### src/rtl/core/rmep_pkg.sv
// Shared types and constants of the RSSI median/EMA publisher.
// Used by the stream interface users, the core modules and the checker.
`default_nettype none

package rmep_pkg;

    localparam int RSSI_W      = 8;
    localparam int EMA_W       = 16;
    localparam int TIME_W      = 32;
    localparam int THRESH_W    = 16;
    localparam int CFG_INDEX_W = 8;
    localparam int CFG_DATA_W  = 32;

    // Request codes carried in req_type.
    typedef enum logic [1:0] {
        REQ_SAMPLE = 2'd0,
        REQ_CHECK  = 2'd1,
        REQ_CLEAR  = 2'd2,
        REQ_IDLE   = 2'd3
    } req_code_t;

    // Configuration register indexes.
    localparam logic [CFG_INDEX_W-1:0] CFG_PUBLISH_INTERVAL = CFG_INDEX_W'(0);
    localparam logic [CFG_INDEX_W-1:0] CFG_EMA_THRESHOLD    = CFG_INDEX_W'(1);

    localparam logic [TIME_W-1:0]   INTERVAL_RESET  = 32'd1000;
    localparam logic [THRESH_W-1:0] THRESHOLD_RESET = 16'd512;

    // Divide by five: floor(x * 52429 / 2^18) equals floor(x / 5) for x below 2^18.
    localparam logic [15:0] DIV5_RECIP = 16'd52429;
    localparam int          DIV5_SHIFT = 18;

    typedef struct packed {
        logic [1:0]               req_type;
        logic signed [RSSI_W-1:0] rssi;
        logic [TIME_W-1:0]        now_ms;
    } in_beat_t;

    typedef struct packed {
        logic signed [RSSI_W-1:0] median_rssi;
        logic signed [EMA_W-1:0]  ema_out;
        logic                     window_full;
        logic                     publish_now;
        logic [TIME_W-1:0]        last_seen_ms;
    } out_beat_t;

    typedef struct packed {
        logic [CFG_INDEX_W-1:0] index;
        logic [CFG_DATA_W-1:0]  data;
    } cfg_beat_t;

endpackage

`default_nettype wire

### src/rtl/core/rmep_stream_if.sv
// Valid/ready stream channel with a typed payload.
// Instantiated once per channel with a beat type from rmep_pkg.
`default_nettype none

interface rmep_stream_if #(parameter type payload_t = logic);

    logic     valid;
    logic     ready;
    payload_t payload;

    modport source (output valid, output payload, input ready);
    modport sink   (input valid, input payload, output ready);

endinterface

`default_nettype wire

### src/rtl/core/rssi_median_ema_publisher.sv
// Top level of the RSSI median/EMA publisher: handshakes, state and publish decision.
// Depends on rmep_pkg, rmep_stream_if, rmep_median and rmep_ema_step.
//
//   Channel  Role    Beat type    Content
//   in_ch    sink    in_beat_t    request code, RSSI sample, timestamp
//   out_ch   source  out_beat_t   median, EMA, full flag, publish flag, last seen time
//   cfg_ch   sink    cfg_beat_t   register index and write data, always ready
//
// One item is taken per clock cycle while out_ch does not stall. An accepted beat lands in
// the input register and is processed there by one pass of logic (median network, EMA
// divide by five, publish compare); its result is loaded into the result register when
// the held beat moves on, and a stall on out_ch delays that.
// Reset is asynchronous and active low; it restores the default configuration and an
// empty window at once, with no clearing pass. A stall on out_ch holds the result
// and the pending input beat; in_ch stays ready while the input register can move on.
`default_nettype none

module rssi_median_ema_publisher #(
    parameter int WINDOW_SIZE = 5
) (
    input  logic          clk,
    input  logic          rst_n,
    rmep_stream_if.sink   in_ch,
    rmep_stream_if.source out_ch,
    rmep_stream_if.sink   cfg_ch
);
    import rmep_pkg::*;

    localparam int SLOT_W  = $clog2(WINDOW_SIZE);
    localparam int COUNT_W = $clog2(WINDOW_SIZE + 1);

    localparam logic [SLOT_W-1:0]  LAST_SLOT  = SLOT_W'(WINDOW_SIZE - 1);
    localparam logic [COUNT_W-1:0] FULL_COUNT = COUNT_W'(WINDOW_SIZE);

    // Configuration registers.
    logic [TIME_W-1:0]   interval_reg;
    logic [THRESH_W-1:0] threshold_reg;
    cfg_beat_t           cfg_beat;

    // Input and result registers of the single processing stage.
    in_beat_t  in_beat;
    logic      in_vld_reg;
    in_beat_t  in_beat_reg;
    logic      out_vld_reg;
    out_beat_t out_beat_reg;
    out_beat_t out_beat_next;
    logic      advance;

    // Window and filter state. The ring itself is payload: only the first
    // fill_reg entries are ever read, so it needs no reset.
    logic signed [RSSI_W-1:0] ring_reg [WINDOW_SIZE];
    logic signed [RSSI_W-1:0] ring_new [WINDOW_SIZE];
    logic [SLOT_W-1:0]        slot_reg;
    logic [SLOT_W-1:0]        slot_next;
    logic [COUNT_W-1:0]       fill_reg;
    logic [COUNT_W-1:0]       fill_next;
    logic [COUNT_W-1:0]       fill_inc;
    logic                     seeded_reg;
    logic                     seeded_next;
    logic signed [EMA_W-1:0]  ema_reg;
    logic signed [EMA_W-1:0]  ema_next;
    logic signed [EMA_W-1:0]  ema_step;
    logic signed [RSSI_W-1:0] med_reg;
    logic signed [RSSI_W-1:0] med_next;
    logic signed [RSSI_W-1:0] med_new;
    logic signed [EMA_W-1:0]  pub_ema_reg;
    logic signed [EMA_W-1:0]  pub_ema_next;
    logic [TIME_W-1:0]        pub_time_reg;
    logic [TIME_W-1:0]        pub_time_next;
    logic [TIME_W-1:0]        seen_reg;
    logic [TIME_W-1:0]        seen_next;

    // Request decode and publish decision.
    req_code_t          req;
    logic               is_sample;
    logic               window_full;
    logic [TIME_W-1:0]  elapsed;
    logic signed [16:0] ema_diff;
    logic [16:0]        ema_change;
    logic               fire;

    // ------------------------------------------------------------------
    // Configuration port: writes are taken on every valid beat.
    // ------------------------------------------------------------------
    assign cfg_ch.ready = 1'b1;
    assign cfg_beat     = cfg_ch.payload;

    always_ff @(posedge clk or negedge rst_n)
    begin
        if (!rst_n)
        begin
            interval_reg  <= INTERVAL_RESET;
            threshold_reg <= THRESHOLD_RESET;
        end
        else if (cfg_ch.valid)
        begin
            case (cfg_beat.index)
                CFG_PUBLISH_INTERVAL: interval_reg  <= cfg_beat.data;
                CFG_EMA_THRESHOLD:    threshold_reg <= cfg_beat.data[THRESH_W-1:0];
                default:              ;
            endcase
        end
    end

    // ------------------------------------------------------------------
    // Handshake. The held beat moves on when the result register is empty
    // or being emptied; a new beat may enter in the same cycle.
    // ------------------------------------------------------------------
    assign in_beat        = in_ch.payload;
    assign advance        = in_vld_reg && (!out_vld_reg || out_ch.ready);
    assign in_ch.ready    = !in_vld_reg || advance;
    assign out_ch.valid   = out_vld_reg;
    assign out_ch.payload = out_beat_reg;

    always_ff @(posedge clk or negedge rst_n)
    begin
        if (!rst_n)
        begin
            in_vld_reg  <= 1'b0;
            out_vld_reg <= 1'b0;
        end
        else
        begin
            if (in_ch.ready)
            begin
                in_vld_reg <= in_ch.valid;
            end
            if (advance)
            begin
                out_vld_reg <= 1'b1;
            end
            else if (out_ch.ready)
            begin
                out_vld_reg <= 1'b0;
            end
        end
    end

    always_ff @(posedge clk)
    begin
        if (in_ch.ready && in_ch.valid)
        begin
            in_beat_reg <= in_beat;
        end
        if (advance)
        begin
            out_beat_reg <= out_beat_next;
        end
    end

    // ------------------------------------------------------------------
    // Sample path: the new sample goes into the write slot, the window is
    // ranked with it in place and its median drives the EMA update.
    // ------------------------------------------------------------------
    assign req       = req_code_t'(in_beat_reg.req_type);
    assign is_sample = (req == REQ_SAMPLE);

    always_comb
    begin
        for (int i = 0; i < WINDOW_SIZE; i++)
        begin
            ring_new[i] = (slot_reg == SLOT_W'(i)) ? in_beat_reg.rssi : ring_reg[i];
        end
    end

    assign fill_inc = (fill_reg == FULL_COUNT) ? fill_reg : fill_reg + COUNT_W'(1);

    rmep_median #(
        .WINDOW_SIZE (WINDOW_SIZE)
    ) u_median (
        .samples (ring_new),
        .count   (fill_inc),
        .median  (med_new)
    );

    rmep_ema_step u_ema_step (
        .ema_cur (ema_reg),
        .median  (med_new),
        .seeded  (seeded_reg),
        .ema_new (ema_step)
    );

    // ------------------------------------------------------------------
    // Publish check. Never having published makes the interval count as
    // elapsed; the time difference wraps modulo 2^32.
    // ------------------------------------------------------------------
    assign window_full = (fill_reg == FULL_COUNT);
    assign elapsed     = (pub_time_reg == '0) ? interval_reg : in_beat_reg.now_ms - pub_time_reg;
    assign ema_diff    = 17'(ema_reg) - 17'(pub_ema_reg);
    assign ema_change  = ema_diff[16] ? 17'(-ema_diff) : 17'(ema_diff);
    assign fire        = (req == REQ_CHECK) && window_full &&
                         (elapsed >= interval_reg || ema_change >= {1'b0, threshold_reg});

    // ------------------------------------------------------------------
    // Next state and result of the held request.
    // ------------------------------------------------------------------
    always_comb
    begin
        slot_next     = slot_reg;
        fill_next     = fill_reg;
        seeded_next   = seeded_reg;
        ema_next      = ema_reg;
        med_next      = med_reg;
        pub_ema_next  = pub_ema_reg;
        pub_time_next = pub_time_reg;
        seen_next     = seen_reg;
        case (req)
            REQ_SAMPLE:
            begin
                slot_next   = (slot_reg == LAST_SLOT) ? '0 : slot_reg + SLOT_W'(1);
                fill_next   = fill_inc;
                seeded_next = 1'b1;
                ema_next    = ema_step;
                med_next    = med_new;
                seen_next   = in_beat_reg.now_ms;
            end
            REQ_CHECK:
            begin
                if (fire)
                begin
                    pub_ema_next  = ema_reg;
                    pub_time_next = in_beat_reg.now_ms;
                end
            end
            REQ_CLEAR:
            begin
                // The publish latches and the last-seen time survive a clear.
                slot_next   = '0;
                fill_next   = '0;
                seeded_next = 1'b0;
                ema_next    = '0;
                med_next    = '0;
            end
            REQ_IDLE:
            begin
            end
            default:
            begin
            end
        endcase
    end

    always_comb
    begin
        out_beat_next.median_rssi  = med_next;
        out_beat_next.ema_out      = ema_next;
        out_beat_next.window_full  = (fill_next == FULL_COUNT);
        out_beat_next.publish_now  = fire;
        out_beat_next.last_seen_ms = seen_next;
    end

    always_ff @(posedge clk or negedge rst_n)
    begin
        if (!rst_n)
        begin
            slot_reg     <= '0;
            fill_reg     <= '0;
            seeded_reg   <= 1'b0;
            ema_reg      <= '0;
            med_reg      <= '0;
            pub_ema_reg  <= '0;
            pub_time_reg <= '0;
            seen_reg     <= '0;
        end
        else if (advance)
        begin
            slot_reg     <= slot_next;
            fill_reg     <= fill_next;
            seeded_reg   <= seeded_next;
            ema_reg      <= ema_next;
            med_reg      <= med_next;
            pub_ema_reg  <= pub_ema_next;
            pub_time_reg <= pub_time_next;
            seen_reg     <= seen_next;
        end
    end

    always_ff @(posedge clk)
    begin
        if (advance && is_sample)
        begin
            ring_reg[slot_reg] <= in_beat_reg.rssi;
        end
    end

endmodule

`default_nettype wire

### src/rtl/core/rmep_median.sv
// Rank-select median over the filled entries of the sample window.
// Depends on rmep_pkg for the sample width.
`default_nettype none

module rmep_median #(
    parameter int WINDOW_SIZE = 5
) (
    input  logic signed [rmep_pkg::RSSI_W-1:0]      samples [WINDOW_SIZE],
    input  logic [$clog2(WINDOW_SIZE+1)-1:0]        count,
    output logic signed [rmep_pkg::RSSI_W-1:0]      median
);
    import rmep_pkg::*;

    localparam int COUNT_W = $clog2(WINDOW_SIZE + 1);
    localparam int RANK_W  = $clog2(WINDOW_SIZE);

    logic [RANK_W-1:0] rank [WINDOW_SIZE];
    logic [RANK_W-1:0] half;

    // Each filled entry counts the filled entries that sort before it; equal
    // values are ordered by position so the ranks form a permutation.
    always_comb
    begin
        for (int i = 0; i < WINDOW_SIZE; i++)
        begin
            rank[i] = '0;
            for (int j = 0; j < WINDOW_SIZE; j++)
            begin
                if (j != i && COUNT_W'(j) < count &&
                    (samples[j] < samples[i] || (samples[j] == samples[i] && j < i)))
                begin
                    rank[i] = rank[i] + RANK_W'(1);
                end
            end
        end
    end

    assign half = RANK_W'(count >> 1);

    always_comb
    begin
        median = '0;
        for (int i = 0; i < WINDOW_SIZE; i++)
        begin
            if (COUNT_W'(i) < count && rank[i] == half)
            begin
                median = samples[i];
            end
        end
    end

endmodule

`default_nettype wire

### src/rtl/core/rmep_ema_step.sv
// One EMA update: seed from the median, or (4*ema + 256*median)/5 rounded.
// Depends on rmep_pkg for widths and the divide-by-five reciprocal.
`default_nettype none

module rmep_ema_step (
    input  logic signed [rmep_pkg::EMA_W-1:0]  ema_cur,
    input  logic signed [rmep_pkg::RSSI_W-1:0] median,
    input  logic                               seeded,
    output logic signed [rmep_pkg::EMA_W-1:0]  ema_new
);
    import rmep_pkg::*;

    logic signed [18:0] sum;
    logic               neg;
    logic [18:0]        mag;
    logic [18:0]        biased;
    logic [34:0]        prod;
    logic [16:0]        quot;
    logic [16:0]        rounded;

    // 4*ema + 256*median always fits in 19 signed bits.
    assign sum = $signed({ema_cur[EMA_W-1], ema_cur, 2'b00})
               + $signed({{3{median[RSSI_W-1]}}, median, 8'b0});

    // Round half away from zero on the magnitude; five is odd so no ties occur.
    assign neg     = sum[18];
    assign mag     = neg ? 19'(-sum) : 19'(sum);
    assign biased  = mag + 19'd2;
    assign prod    = 35'(biased) * 35'(DIV5_RECIP);
    assign quot    = prod[DIV5_SHIFT +: 17];
    assign rounded = neg ? 17'(-quot) : quot;

    assign ema_new = seeded ? rounded[EMA_W-1:0] : {median, 8'b0};

endmodule

`default_nettype wire

### src/flat_wrapper.sv
// flat-port wrapper written by rule: the top's interface ports become plain ports
module rssi_median_ema_publisher_flat import rmep_pkg::*;
#(
    parameter int WINDOW_SIZE = 5
)
  (clk, rst_n, in_ch_valid, in_ch_payload, in_ch_ready, out_ch_valid, out_ch_payload, out_ch_ready, cfg_ch_valid, cfg_ch_payload, cfg_ch_ready);
  rmep_stream_if #(.payload_t(in_beat_t)) in_ch_i ();
  rmep_stream_if #(.payload_t(out_beat_t)) out_ch_i ();
  rmep_stream_if #(.payload_t(cfg_beat_t)) cfg_ch_i ();
  input  logic clk;
  input  logic rst_n;
  input wire logic [$bits(in_ch_i.valid)-1:0] in_ch_valid;
  input wire logic [$bits(in_ch_i.payload)-1:0] in_ch_payload;
  output wire logic [$bits(in_ch_i.ready)-1:0] in_ch_ready;
  output wire logic [$bits(out_ch_i.valid)-1:0] out_ch_valid;
  output wire logic [$bits(out_ch_i.payload)-1:0] out_ch_payload;
  input wire logic [$bits(out_ch_i.ready)-1:0] out_ch_ready;
  input wire logic [$bits(cfg_ch_i.valid)-1:0] cfg_ch_valid;
  input wire logic [$bits(cfg_ch_i.payload)-1:0] cfg_ch_payload;
  output wire logic [$bits(cfg_ch_i.ready)-1:0] cfg_ch_ready;
  assign in_ch_i.valid = in_ch_valid;
  assign in_ch_i.payload = in_ch_payload;
  assign in_ch_ready = in_ch_i.ready;
  assign out_ch_valid = out_ch_i.valid;
  assign out_ch_payload = out_ch_i.payload;
  assign out_ch_i.ready = out_ch_ready;
  assign cfg_ch_i.valid = cfg_ch_valid;
  assign cfg_ch_i.payload = cfg_ch_payload;
  assign cfg_ch_ready = cfg_ch_i.ready;
  rssi_median_ema_publisher #(.WINDOW_SIZE(WINDOW_SIZE)) u_core (.clk(clk), .rst_n(rst_n), .in_ch(in_ch_i), .out_ch(out_ch_i), .cfg_ch(cfg_ch_i));
endmodule
### config.mk
export PLATFORM = sky130hd
export DESIGN_NAME = rssi_median_ema_publisher_flat
export DESIGN_NICKNAME = d
export VERILOG_FILES = /design/src/rtl/core/rmep_pkg.sv /design/src/rtl/core/rmep_stream_if.sv /design/src/rtl/core/rssi_median_ema_publisher.sv /design/src/rtl/core/rmep_median.sv /design/src/rtl/core/rmep_ema_step.sv /design/src/flat_wrapper.sv
export SDC_FILE = /design/constraint.sdc
export NUM_CORES = 1
export LEC_CHECK = 0
export CAP_MARGIN = 20
export CORE_ASPECT_RATIO = 1.1
export CORE_MARGIN = 2
export CORE_UTILIZATION = 25
export DETAILED_ROUTE_END_ITERATION = 10
export DONT_BUFFER_PORTS = 1
export PLACE_DENSITY = 0.48
export SETUP_SLACK_MARGIN = 0.2
export SLEW_MARGIN = 0
export SYNTH_ARGS = -nofsm -noshare
export SYNTH_HDL_FRONTEND = slang
export SYNTH_HIERARCHICAL = 1
export SYNTH_SLANG_ARGS = --single-unit
export TNS_END_PERCENT = 10
### constraint.sdc
create_clock -name clk -period 13.12 [get_ports clk]
set_clock_uncertainty 0.2 [all_clocks]
set_input_delay 2.624 -clock clk [delete_from_list [all_inputs] [get_ports clk]]
set_output_delay 2.624 -clock clk [all_outputs]
set_load 0.02 [all_outputs]
# --- After elaboration in Yosys (flattened, before gate mapping) ---
# Memories as Yosys holds them, arrays and structs flattened.
# Cells that the tools add are included.
word_totals:
  in_bits: 87
  out_inout_bits: 61
  regBits: 261
  n_memories: 1
  ram_bits: 40
  wordCells: 199
classes:
  mux: 47
  n_eq_ne: 24
  n_lt_le_gt_ge: 27
  add_sub_neg: 24
  reduce_logical: 55
  mul: 1
memory_table:
  columns: ["name", "words", "word_bits", "rd", "rd_clocked_by_memory_dff", "wr", "line", "text"]
  rows:
  - ["u_core.ring_reg", 5, 8, 5, 0, 1, "rssi_median_ema_publisher.sv:51", "logic signed [RSSI_W-1:0] ring_reg [WINDOW_SIZE];"]
op_table:
  columns: ["op", "n"]
  rows:
  - ["8-bit less-than comparator", 20]
  - ["8-bit equality test", 10]
  - ["8-bit 2-to-1 mux", 10]
  - ["32-bit 2-to-1 mux", 2]
  - ["3-bit 2-to-1 mux", 17]
  - ["3-bit by 1-bit adder with 3-bit output (second input constant)", 12]
  - ["19-bit by 16-bit multiplier with 34-bit output (second input constant)", 1]
  - ["32-bit greater-or-equal comparator", 1]
  - ["32-bit logical NOT", 1]
  - ["16-bit 2-to-1 mux", 2]
  - ["16-bit one-hot mux with 2 select lines", 1]
  - ["32-bit subtractor", 1]
  - ["1-bit logical AND", 30]
  - ["18-bit by 16-bit adder with 19-bit output", 1]
  - ["19-bit by 2-bit adder with 19-bit output (second input constant)", 1]
  - ["19-bit 2-to-1 mux", 1]
  - ["19-bit negator", 1]
  - ["17-bit by 16-bit greater-or-equal comparator with 1-bit output", 1]
  - ["17-bit 2-to-1 mux", 1]
  - ["17-bit negator", 1]
  - ["16-bit by 16-bit subtractor with 17-bit output", 1]
  - ["16-bit negator", 1]
  - ["8-bit one-hot mux with 2 select lines", 1]
  - ["3-bit by 2-bit equality test with 1-bit output", 5]
  - ["other kinds (21)", 55]

# --- Depth between registers and ports, before layout ---
# Gate-level depths: netlist (run 1).
depth:
  depth_word: 27
  ltp_mapped: 64
  mapped_depth_nobuf: 63

# --- Hierarchy ---
# Netlist (run 1), hierarchy kept.
by_module_without_submodules:
  columns: ["module", "cells_each", "seq_area_each_um2", "n_inst", "area_per_inst_um2"]
  rows:
  - ["rssi_median_ema_publisher", 1405, 8241.7, 1, 16010.4]
  - ["rmep_ema_step", 848, 0.0, 1, 7133.1]
  - ["rmep_median", 460, 0.0, 1, 3385.7]

# --- Worst setup path before layout (run 1) ---
# Ideal clock, no wire load.
synth_path:
  path_type: "reg2reg"
  start: "register u_core.slot_reg[0]"
  end: "register u_core.out_beat_reg, in the netlist u_core/out_ch.payload[49] (data pin)"
  path_buffers: 3
  path_slack_ns: -0.372
  t_arrival_ns: 13.026
  setup_time_ns: 0.267
  required_time_ns: 12.653
  stages_incl_launch_ff: 60
  synth_period_minus_slack_ns: 13.492
  path_cell_list: "dfrtp_1 > inv_1 > ha_1 > nand2_1 > mux2_2 > ha_1 > nor2b_1 > o21a_1 > o21a_1 > o21a_1 > o21a_1 > o21ai_0 > a21oi_1 > a21oi_1 > and2_1 > ha_1 > xor2_1 > ha_1 > [... 24 more ...] > inv_1 > fa_1 > inv_1 > ha_1 > clkbuf_1 > nand2_1 > o21bai_1 > a41oi_1 > o211ai_1 > or4b_1 > and4_4 > a31o_1 > nor3_1 > a41oi_1 > xnor2_1 > mux2_4 > nand2b_1 > o21ai_0"
synth_lines:
  columns: ["element", "line", "text"]
  rows:
  - ["start, declared", "rssi_median_ema_publisher.sv:53", "logic [SLOT_W-1:0] slot_reg;"]
  - ["start signal, assigned", "rssi_median_ema_publisher.sv:267", "slot_reg <= slot_next;"]
  - ["end signal, assigned", "rssi_median_ema_publisher.sv:147", "out_beat_reg <= out_beat_next;"]
  - ["end, declared", "rssi_median_ema_publisher.sv:45", "out_beat_t out_beat_reg;"]

==> metrics.txt, run 1 <==
area of the die=109,000 µm²; data arrival time at the worst-slack endpoint=13.08 ns; outcome=finished, final reports clean; later-pin clock latency in the skew report=0.57 ns; setup slack of the critical path after layout=0.165 ns; Total Routed Length=82.8 mm; post-place setup slack=-0.666 ns; number of clock sinks seen by CTS=301; worst min-delay path endpoint=u_core/med_reg[0]; via count of the first global-routing pass=21.5k; Yosys warnings=6; Core Rows=125; register bit count reported by yosys=301; crit path max-delay cell type=sky130_fd_sc_hd__fa_1; Core Box Area=105,000 µm²; number of cells traversed by the worst hold path=2; via/cell ratio=4.59; endpoint of the worst-slack reg-to-reg timing path=u_core/out_ch.payload[47]; distinct cell type count after synthesis=112; number of design rule violations left after detail routing=0; endpoint kind of the worst setup timing path=flip-flop; master cell of the clock root buffer=sky130_fd_sc_hd__clkbuf_16; Post-synth EDFFs=140; measured slew at the worst slew-check pin=1.03 ns; most used cell along the critical path=sky130_fd_sc_hd__buf_4; maximum fanout along the worst path=8; routability cong.=0.906; Fill cells=10.9k; setup slack of the most critical reg-to-reg path=0.16 ns; GRT Residual Overflow=0; origin of the worst min-delay path=u_core/med_reg[0]; IO Pins=148; main area contributors after synthesis=sky130_fd_sc_hd__ha_1 (16%), sky130_fd_sc_hd__edfxtp_1 (16%), sky130_fd_sc_hd__dfrtp_1 (15%), sky130_fd_sc_hd__fa_1 (7.1%), sky130_fd_sc_hd__mux2_2 (6.7%); clock buffers created by TritonCTS=37; most used cells in the layout excluding fill and tap cells=sky130_fd_sc_hd__buf_4 (467), sky130_fd_sc_hd__inv_1 (334), sky130_fd_sc_hd__ha_1 (308); post-route minimum period=12.96 ns; total routing usage reported by global routing=0.152; htree depth=2; Area growth, synth to finish=29.8%; Seq/Total Area, Yosys=0.311; startpoint-to-endpoint class of the critical path=reg2reg; number of antenna violations at the first check in global routing=7; FF-to-FF path depth=61; leading cell type in the layout, fill and taps excluded=sky130_fd_sc_hd__buf_4; mean area per synthesized cell=9.78 µm²; drt first pass iters=5; wire length of the first global-routing pass=128 mm; Post-Syn Nets=3,235; clk buf depth=3; die extent in y=346 µm; Post-DP HPWL=65.6 mm; maximum cell stage delay along the critical path=0.52 ns; Net count, final=3,694; Mapped Area=26,500 µm²; classification of the worst-slack hold path=reg2reg; Avg WL per Cell=18.0 µm; flip-flop count of the largest register after layout=58; startpoint of the lowest-slack register-to-register path=u_core/slot_reg[0]; proportion of layout cells with a drive suffix above 1=0.309; top_reg_cell synth=sky130_fd_sc_hd__dfrtp_1; final hold violation count=0; clock-pin slew on the worst setup and hold paths=0.06 ns; Cells after Synth=2,713; initial cell density of the core=0.252; number of buffers added on ports=0; final worst path period share=0.987; post-synth top area share=0.161; number of failing setup endpoints in the final timing report=0; Max-cap violations=0; relative max-transition margin=0.312; CTS tree=done; maximum number of pins on one net before global-route repair=162; crit start category=flip-flop; async set or reset register ratio after synthesis=0.535; total via count after detailed routing=21.1k; Critical Path RT=13.24 ns; top achievable clock speed=77.2 MHz; Slew Viols, Final=0; final hold slack=0.283 ns; RSZ-0062 raised after global routing=true; drt first-iter violations=1,112; remaining antenna violation count after routing=0; floorplan die width=315 µm; leading area contributor after synthesis=sky130_fd_sc_hd__ha_1
==> Yosys cell counts (all sizes together) (6+ instances only) <==
cell,number
a2111oi,6
a211o,6
a211oi,19
a21boi,7
a21o,55
a21oi,133
a221oi,9
a22o,6
a31o,7
a31oi,24
a41oi,9
and2,21
and3,17
buf,12
clkbuf,57
dfrtp,154
dfstp,7
edfxtp,140
fa,94
ha,341
inv,357
mux2,177
mux2i,9
nand2,221
nand2b,47
nand3,46
nand3b,7
nand4,37
nor2,133
nor2b,18
nor3,34
nor3b,9
nor4,17
o2111ai,10
o211ai,14
o21a,26
o21ai,183
o21bai,10
o22ai,9
o31ai,14
or2,8
or3,14
xnor2,79
xor2,47
==> worst max-delay path: cells and delay by family (launching register included) <==
family	cells	cell delay, ns
compound gates	12	2.04
xor+xnor	4	0.62
fa+ha+maj	13	4.14
buf+inv	19	2.35
flops	1	0.44
mux	1	0.37
simple gates	12	2.50
==> routing by layer <==
metal	up-vias	routed length, µm	GRT usage
li1	10500	-	-
met1	10200	38800	0.208
met2	327	38400	0.247
met3	95	3450	0.0256
met4	8	2090	0.0379
met5	-	46	0
==> per-stage QoR <==
stage | instance area, µm² | util | cells | TNS [ns]
after floorplan | 26600 | - | 2713 | 0
after global placement | 31300 | 0.297 | 4470 | -13.24
after detailed placement | 31300 | 0.297 | 4470 | -11.89
after CTS | 34000 | 0.322 | 4582 | 0
after global routing | 34400 | 0.327 | 4599 | -6.62
final | 34400 | 0.327 | 4599 | 0
==> cell families after synthesis <==
family	after synthesis	synth area share
other	1	0.000141
multiplexers	186	0.0811
adder cells (fa/ha/maj)	435	0.232
AND/OR/NAND/NOR	653	0.123
flip-flops	301	0.311
XOR/XNOR	127	0.0430
buffers and inverters	428	0.0645
AO/OA/AOI/OAI	582	0.146
==> timing repair <==
action                     CTS  global route
pin swaps                   91            79
cloned                       2             0
gates resized for setup    194            82
hold buffers                 0             0
setup endpoints to repair   30            32
setup buffers               42            16
==> final cells by class <==
cell class,count,area [µm²],share of cell area
flip-flops and latches,301,8240,0.239
multi-input cells,1985,17900,0.520
well taps,1397,1750,0.0508
clock buffers,47,1020,0.0298
inverters,358,1360,0.0394
repair buffers,489,3830,0.111
diodes,1,2.50,0.0000727
clock inverters,21,314,0.00912
==> worst max-delay path by stage <==
stage	from	end	slack, ns	depth (start not counted)
2_1_floorplan	u_core/slot_reg[0]	u_core/out_ch.payload[49]	0.20	59
3_3_place_gp	u_core/slot_reg[0]	u_core/out_ch.payload[49]	-0.78	61
3_5_place_dp	u_core/slot_reg[0]	u_core/out_ch.payload[49]	-0.67	62
4_1_cts	u_core/slot_reg[1]	u_core/out_ch.payload[48]	0.21	63
5_1_grt	u_core/slot_reg[1]	u_core/out_ch.payload[47]	-0.41	62
6_report	u_core/slot_reg[0]	u_core/out_ch.payload[47]	0.16	61
Power of run 1 is left out: the tool's default activity adds up to more than one toggle a clock period on the data nets, which glitch-free logic cannot reach.
==> run 2: changes to the inputs <==
- PLACE_DENSITY: 0.48 -> 0.45
==> metrics.txt, run 2 (synthesized netlist as in run 1, its figures left out) <==
clk buf depth=3 (unchanged); routability cong.=0.868 (was 0.906); IO Pins=148 (unchanged); outcome=finished, final reports clean (unchanged); number of logic stages on the critical path including buffering=61 (unchanged); drt first pass iters=5 (unchanged); classification of the worst-slack hold path=reg2reg (unchanged); measured slew at the worst slew-check pin=1.09 ns (was 1.03 ns); maximum cell stage delay along the critical path=0.54 ns (was 0.52 ns); final instance area=35,100 µm² (was 34,400 µm²); Total Routed Length=82.6 mm (was 82.8 mm); proportion of layout cells with a drive suffix above 1=0.333 (was 0.309); initial cell density of the core=0.252 (unchanged); relative max-transition margin=0.274 (was 0.312); clock buffers created by TritonCTS=35 (was 37); total routing usage reported by global routing=0.149 (was 0.152); Slew Viols, Final=0 (unchanged); placement-stage cell area=31,300 µm² (about the same); endpoint kind of the worst setup timing path=flip-flop (unchanged); total of hold buffers inserted after clock tree synthesis=0 (unchanged); number of cells traversed by the worst hold path=2 (unchanged); worst min-delay path endpoint=u_core/med_reg[5] (was u_core/med_reg[0]); number of clock sinks seen by CTS=301 (unchanged); origin of the worst min-delay path=u_core/med_reg[5] (was u_core/med_reg[0]); top achievable clock speed=78.0 MHz (was 77.2 MHz); via/cell ratio=4.59 (about the same); number of design rule violations left after detail routing=0 (unchanged); post-route minimum period=12.82 ns (was 12.96 ns); Core Box Area=105,000 µm² (unchanged); crit path max-delay cell type=sky130_fd_sc_hd__fa_1 (unchanged); drt first-iter violations=1,117 (was 1,112); via count of the first global-routing pass=21.3k (was 21.5k); most used cells in the layout excluding fill and tap cells=sky130_fd_sc_hd__buf_4 (487), sky130_fd_sc_hd__inv_1 (329), sky130_fd_sc_hd__ha_1 (291) (was sky130_fd_sc_hd__buf_4 (467), sky130_fd_sc_hd__inv_1 (334), sky130_fd_sc_hd__ha_1 (308)); maximum fanout along the worst path=8 (unchanged); area of the die=109,000 µm² (unchanged); RSZ-0062 raised after global routing=true (unchanged); flip-flop count of the largest register after layout=58 (unchanged); Critical Path RT=13.19 ns (was 13.24 ns); startpoint-to-endpoint class of the critical path=reg2reg (unchanged); leading cell type in the layout, fill and taps excluded=sky130_fd_sc_hd__buf_4 (unchanged); number of buffers added on ports=0 (unchanged); data arrival time at the worst-slack endpoint=12.90 ns (was 13.08 ns); floorplan die width=315 µm (unchanged); final worst path period share=0.977 (was 0.987); kind of cell adding the most delay to the critical path=adder cells (unchanged); final hold violation count=0 (unchanged); setup slack of the most critical reg-to-reg path=0.30 ns (was 0.16 ns); Core Rows=125 (unchanged); die extent in y=346 µm (unchanged); clock-pin slew on the worst setup and hold paths=0.06 ns (about the same); Net count, final=3,716 (was 3,694); remaining antenna violation count after routing=0 (unchanged); Area growth, synth to finish=32.3% (was 29.8%); endpoint of the worst-slack reg-to-reg timing path=u_core/out_ch.payload[48] (was u_core/out_ch.payload[47]); Avg WL per Cell=17.9 µm (was 18.0 µm); total via count after detailed routing=21.2k (was 21.1k); htree depth=2 (unchanged); crit start category=flip-flop (unchanged); setup_tns=0 ns (unchanged); CTS tree=done (unchanged); number of antenna violations at the first check in global routing=5 (was 7); final design utilization=0.333 (was 0.327); wire length of the first global-routing pass=126 mm (was 128 mm); Post-DP HPWL=65.2 mm (was 65.6 mm); startpoint of the lowest-slack register-to-register path=u_core/slot_reg[0] (unchanged); GRT Residual Overflow=0 (unchanged); combined buffer and inverter count along the critical path=12 (was 19); number of failing setup endpoints in the final timing report=0 (unchanged); Max-cap violations=0 (unchanged); master cell of the clock root buffer=sky130_fd_sc_hd__clkbuf_16 (unchanged); most used cell along the critical path=sky130_fd_sc_hd__buf_4 (unchanged); later-pin clock latency in the skew report=0.57 ns (about the same); FF-to-FF path depth=61 (unchanged); maximum number of pins on one net before global-route repair=162 (unchanged)
run 2: final cells by class:
class	count	area (µm²)
fill	10900	70300
multi-input combinational	1984	18500
sequential	301	8240
timing repair buffer	514	4040
tap	1397	1750
inverter	358	1360
clock buffer	46	957
clock inverter	18	284
antenna	4	10.0
run 2: timing repair:
item                       in CTS  in global routing
pin swaps                     117                 94
setup endpoints to repair      30                 30
cloned                          1                  0
resized for setup             209                169
buffers inserted               54                 27
run 2: metrics by stage:
stage               hold WS (ns)  cells  worst slack (ns)
floorplan                  0.247   2713             0.205
global placement           0.265   4471            -0.747
detailed placement         0.270   4471            -0.757
CTS                        0.284   4590             0.200
global route               0.294   4620            -0.262
finish                     0.281   4622             0.298
run 2: how the worst max path moves through the flow:
stage / startpoint / endpoint / slack, ns
after global placement: u_core/slot_reg[0] / u_core/out_ch.payload[47] / -0.75
after floorplan: u_core/slot_reg[0] / u_core/out_ch.payload[49] / 0.20
after CTS: u_core/slot_reg[0] / u_core/out_ch.payload[47] / 0.20
after global routing: u_core/slot_reg[0] / u_core/out_ch.payload[47] / -0.26
after detailed placement: u_core/slot_reg[0] / u_core/out_ch.payload[47] / -0.76
final: u_core/slot_reg[0] / u_core/out_ch.payload[48] / 0.30
run 2: worst register-to-register path, delay by kind of cell (launching register included):
kind / cells / cell delay, ns
muxes: 2 / 0.62
adders and majority gates: 12 / 4.26
AOI/OAI and AO/OA: 19 / 3.04
buffers and inverters: 12 / 1.44
xor gates and xnor gates: 4 / 0.68
DFF: 1 / 0.42
and+or+nand+nor: 12 / 1.89
run 2: layer usage:
layer,up-vias,share of wire,global-route usage
li1,10500,-,-
met1,10300,0.47,0.205
met2,284,0.48,0.248
met3,73,0.034,0.0207
met4,2,0.017,0.0287
met5,-,0.00016,0
Power of run 2 is left out for the same reason.
